## src/rtl/bnms_ram.sv

```systemverilog
// Generic simple dual-port RAM with registered read.
`timescale 1ns / 1ps
`default_nettype none
module bnms_ram #(
    parameter int WIDTH = 8,
    parameter int DEPTH = 64
) (
    input  wire logic                     clk,
    input  wire logic                     we,
    input  wire logic [$clog2(DEPTH)-1:0] waddr,
    input  wire logic [WIDTH-1:0]         wdata,
    input  wire logic [$clog2(DEPTH)-1:0] raddr,
    output logic [WIDTH-1:0]              rdata
);

    logic [WIDTH-1:0] mem [DEPTH];

    always_ff @(posedge clk)
    begin
        if (we)
        begin
            mem[waddr] <= wdata;
        end
        rdata <= mem[raddr];
    end

endmodule
`default_nettype wire

```

## config.mk

```make
export PLATFORM = sky130hd
export DESIGN_NAME = bnms_ram
export DESIGN_NICKNAME = d
export VERILOG_FILES = /design/src/rtl/bnms_ram.sv
export SDC_FILE = /design/constraint.sdc
export NUM_CORES = 1
export LEC_CHECK = 0
export BUFFER_PORTS_ARGS = -buffer_cell sky130_fd_sc_hd__buf_4
export CAP_MARGIN = 20
export CORE_MARGIN = 2
export CORE_UTILIZATION = 30
export DETAILED_ROUTE_END_ITERATION = 6
export GPL_ROUTABILITY_DRIVEN = 0
export GPL_TIMING_DRIVEN = 0
export PLACE_DENSITY = 0.46
export SLEW_MARGIN = 40
export SYNTH_ARGS = -nofsm -noshare
export SYNTH_HDL_FRONTEND = slang
export SYNTH_SLANG_ARGS = --single-unit
```

## constraint.sdc

```tcl
create_clock -name clk -period 2.6 [get_ports clk]
set_input_delay 0.39 -clock clk [delete_from_list [all_inputs] [get_ports clk]]
set_output_delay 0.39 -clock clk [all_outputs]
set_load 0.01 [all_outputs]
```

Word-level counts from Yosys, hierarchy flattened. Memory sizes are Yosys's and may differ from the RTL's. A register that Yosys moved wholly into a read port is not among the register bits. Cells that the tools add are included.

Register bits: 0. Bits in writable memories: 512. Bits of input ports: 22. Word-level logic and storage cells: 3. Memories: 1.

Memories: mem (depth 64, width 8, read ports 1, clocked after memory_dff 1, write ports 1, line 16) `logic [WIDTH-1:0] mem [DEPTH];`.

Mux-type cells: 2.

Operator list (number): $mux 1 (2).

Depth between registers and ports, before layout.
Word-level depth: 2. Mapped depth: 9. Gate-level depth less buffers: 5.

Worst setup path after synthesis. Ideal clock, no wire load.

Path type: input-to-reg. Start point: in raddr[1]. End point: reg rdata[3], read port of mem. Library setup time: 0.128 ns. Data arrival time: 1.930 ns. Setup slack: 0.542 ns. Cell stages on the path: 7. Path buffers: 3. Path through: buf_4 > buf_2 > buf_2 > mux4_2 > mux4_2 > o21ai_1 > o41ai_1.

RTL lines: start, declared (line 12) `input wire logic [$clog2(DEPTH)-1:0] raddr,`; end, declared (line 13) `output logic [WIDTH-1:0] rdata`.

==> flow_summary.ini <==
[timing]
hold_viol_final = 0
max_slew_headroom_pct = 37.46
unrepaired_setup_endpoints_after_global_routing = no
min_period_over_period_pct = 99.69
final_max_slew_viol_count = 0
tightest_slew_ps = 935.3
fin_skew_ps = 26.72
max_freq_ghz = 0.3858
setup_viol = 0
post-route-min-period_ps = 2592

[drt]
detail-route-antenna-nets = 0
remaining_drc_errors = 0
post_route_wl_um = 53040
drt-initial-drc-count = 934
wl_per_cell_um = 27.38
detailroute.via_count = 9824
drtPass1Iterations = 6
post_drt_via_cell_ratio = 5.072

[layout]
mostFrequentLayoutCell = sky130_fd_sc_hd__edfxtp_1
diodes = 0
layout_common_cells = 512 x sky130_fd_sc_hd__edfxtp_1, 126 x sky130_fd_sc_hd__mux4_2, 57 x sky130_fd_sc_hd__nor2_2, 55 x sky130_fd_sc_hd__clkbuf_16, 36 x sky130_fd_sc_hd__buf_4
syn2layout_area_growth_pct = 16.27
finish.utilization_pct = 35.10
finish.net_count = 1040
drive_above_1_share_pct = 32.80
fillCellCount = 6228

[power]
power_frac_clock_pct = 43.5
switching_share_pct = 21.54
leakage_power_summed_over_all_cells_uw = 0.007160
power_density_nw_per_um2 = 776.5
switchingPower_uw = 3922
power.total_uw = 18210
vdd_drop_max_mv = 0.4727
p_int_uw = 14290
power.share.combinational_pct = 5.4
p_seq_share_pct = 51.0

[synthesis]
cell_types_with_the_largest_area_share_after_synthesis = sky130_fd_sc_hd__edfxtp_1 76%, sky130_fd_sc_hd__mux4_2 14%, sky130_fd_sc_hd__nor2_1 1.5%, sky130_fd_sc_hd__mux2i_1 1.1%, sky130_fd_sc_hd__dfxtp_1 0.79%
synthesis.nets = 962
mappedNetlistArea_sq_um = 20170
yosys.area.top_type_share_pct = 76.24
postSynthCellCount = 940
postSynthRegisterBits = 520
yosysWarnings = 0
synth.yosys.seq_area_share_pct = 77.03
cell_variety_after_synth = 40
syn_area_per_cell_sq_um = 21.45
synth.largest_area_cell = sky130_fd_sc_hd__edfxtp_1

[setup_path]
cp_endpoint = rdata[4]$_DFF_P_
endpoint_kind = flop
worst_path_max_delay_cell = sky130_fd_sc_hd__o32ai_1
path_cells = buf_4 > buf_2 > buf_4 > buf_2 > nor2_1 > nor4_1 > nor3_1 > o32ai_1
criticalPathCategory = in -> reg
critPathMaxStageDelay_ps = 750
regToRegEndpoint = rdata[4]$_DFF_P_
r2r_slack_ps = 190
ff2ff_path_depth = 5
crit_path_max_fanout = 10
critical_path_arrival_ps = 3010
crit_path_start_kind = input pin
crit_required_ps = 3020
crit_path_start = raddr[1]
r2r-start = mem[21][4]$_DFFE_PP_

[min_path]
timing.hold.worst.class = in -> reg

[run]
max_cap_viol_count = 0

[clocking]
worst_skew_pair.late_latency_ps = 620
cts_buffer_count = 54
clock_tree.buffer_depth = 3
clkSlewWorstSetupHoldPaths_ps = 60
htreeDepth = 2
post-cts-setup-buffers = 0
cts_tree = built
clock_tree.root_cell = sky130_fd_sc_hd__clkbuf_16
clock_sinks = 520

[grt]
maximum_number_of_pins_on_one_net_before_global_route_repair = 65
grt_pass1_wl_um = 76200
number_of_global_route_vias_before_repair = 10028
gr-usage-all-layers_pct = 15.41
grt_antenna_before_repair = 0
total_congestion_overflow_after_global_routing = 0

[floorplan]
dieWidth_um = 263.3
core_area_sq_um = 66800
fp.dieArea_sq_um = 69310
fp-row-count = 95
design.portCount = 30
floorplan.initialDensity_pct = 30.19
fp.dieH_um = 263.3

[status]
status = finished clean

[placed_design]
place_hpwl_um = 33550
portBuffers = 21
## logic make-up (layout without fill, tap and decap cells)
group / Yosys count / in the layout / synth area share (%)
buffers and inverters: 51 / 175 / 1.570
muxes: 162 / 162 / 15.94
and+or+nand+nor: 153 / 153 / 3.387
AOI/OAI and AO/OA: 54 / 54 / 2.072
DFF: 520 / 520 / 77.03
## what timing repair did
action | in CTS | in global routing
endpoints found under the hold margin | 0 | 0
setup endpoints to repair | 3 | 6
hold buffers | 0 | 0
resized for setup | 1 | 4
## worst min path at each step
stage	from	endpoint	slack, ps	cells past startpoint
after floorplan	wdata[0]	mem[0][0]$_DFFE_PP_	490	0
after global placement	rdata[6]$_DFF_P_	rdata[6]	790	1
after detailed placement	rdata[3]$_DFF_P_	rdata[3]	790	1
after CTS	raddr[5]	rdata[3]$_DFF_P_	130	2
after global routing	raddr[5]	rdata[3]$_DFF_P_	150	2
final	raddr[5]	rdata[3]$_DFF_P_	180	2
## routing by layer
layer / global-route usage, % / wire, um
met1: 21.71 / 23760
met2: 23.95 / 24850
met3: 3.283 / 3111
met4: 4.757 / 1320
met5: 0 / 0
## synthesized netlist by cell type
master and instances:
sky130_fd_sc_hd__nand4_1 2, sky130_fd_sc_hd__buf_12 2, sky130_fd_sc_hd__nor4_1 2, sky130_fd_sc_hd__o221a_2 2
sky130_fd_sc_hd__o21a_1 2, sky130_fd_sc_hd__nand2b_1 7, sky130_fd_sc_hd__o21ai_1 2, sky130_fd_sc_hd__nor2b_1 14
sky130_fd_sc_hd__dfxtp_1 8, sky130_fd_sc_hd__o22ai_1 8, sky130_fd_sc_hd__a211oi_1 4, sky130_fd_sc_hd__a22oi_1 3
sky130_fd_sc_hd__mux2_2 13, sky130_fd_sc_hd__o2111ai_1 3, sky130_fd_sc_hd__o2bb2ai_1 3, sky130_fd_sc_hd__mux2i_1 23
sky130_fd_sc_hd__a21oi_1 3, sky130_fd_sc_hd__buf_2 11, sky130_fd_sc_hd__o311ai_1 1, sky130_fd_sc_hd__nand4b_1 1
sky130_fd_sc_hd__buf_4 13, sky130_fd_sc_hd__edfxtp_1 512, sky130_fd_sc_hd__or3_1 1, sky130_fd_sc_hd__and2_1 1
sky130_fd_sc_hd__nor2_1 83, sky130_fd_sc_hd__o221ai_1 8, sky130_fd_sc_hd__o41ai_1 2, sky130_fd_sc_hd__buf_6 4
sky130_fd_sc_hd__a221oi_1 6, sky130_fd_sc_hd__nand3b_1 3, sky130_fd_sc_hd__o32ai_1 2, sky130_fd_sc_hd__nor3_1 7
sky130_fd_sc_hd__buf_1 4, sky130_fd_sc_hd__a2111oi_0 2, sky130_fd_sc_hd__nand2_1 19, sky130_fd_sc_hd__mux4_2 126
sky130_fd_sc_hd__o21ai_0 2, sky130_fd_sc_hd__clkbuf_1 17, sky130_fd_sc_hd__a31oi_1 1, sky130_fd_sc_hd__nand3_1 13
## layout make-up
cell class / count / area, sq um / area share [%]
buffer: 50 / 320.3 / 1.366
tap: 873 / 1092 / 4.658
multi-input combinational: 369 / 4509 / 19.23
clock buffer: 82 / 1568 / 6.686
timing repair buffer: 23 / 172.7 / 0.7364
clock inverter: 20 / 251.5 / 1.073
sequential: 520 / 15530 / 66.25
## power groups by stage
stage          Sequential [uW]  Clock, uW  Combinational, uW
5_1_grt                   9300       8420               1050
3_3_place_gp              9470          0                975
4_1_cts                   9300       8090                999
3_5_place_dp              9470          0                998
6_report                  9300       7920                991
2_1_floorplan             9480          0                494
## worst max-delay path: cells and delay by family
family / cells / cell delay [ps]
buffers and inverters: 4 / 1180
AOI/OAI and AO/OA: 1 / 750
and+or+nand+nor: 3 / 670
## flip-flops by register name (all words and copies together), names as in the netlist
name   count
mem      512
rdata      8
## through the flow
step | TNS (ps) | hold slack (ps) | cell area [sq um] | setup WS (ps) | instances
detailed placement | -25860 | 790.4 | 21580 | -737.4 | 1836
global placement | -34740 | 788.5 | 21420 | -965.6 | 1834
finish | 0 | 184.5 | 23450 | 7.974 | 1937
floorplan | 0 | 488.9 | 20170 | 542.3 | 940
CTS | 0 | 130.8 | 23400 | 36.95 | 1937
global route | 0 | 148.5 | 23450 | 34.17 | 1937
(Power assumes the default switching activity.)
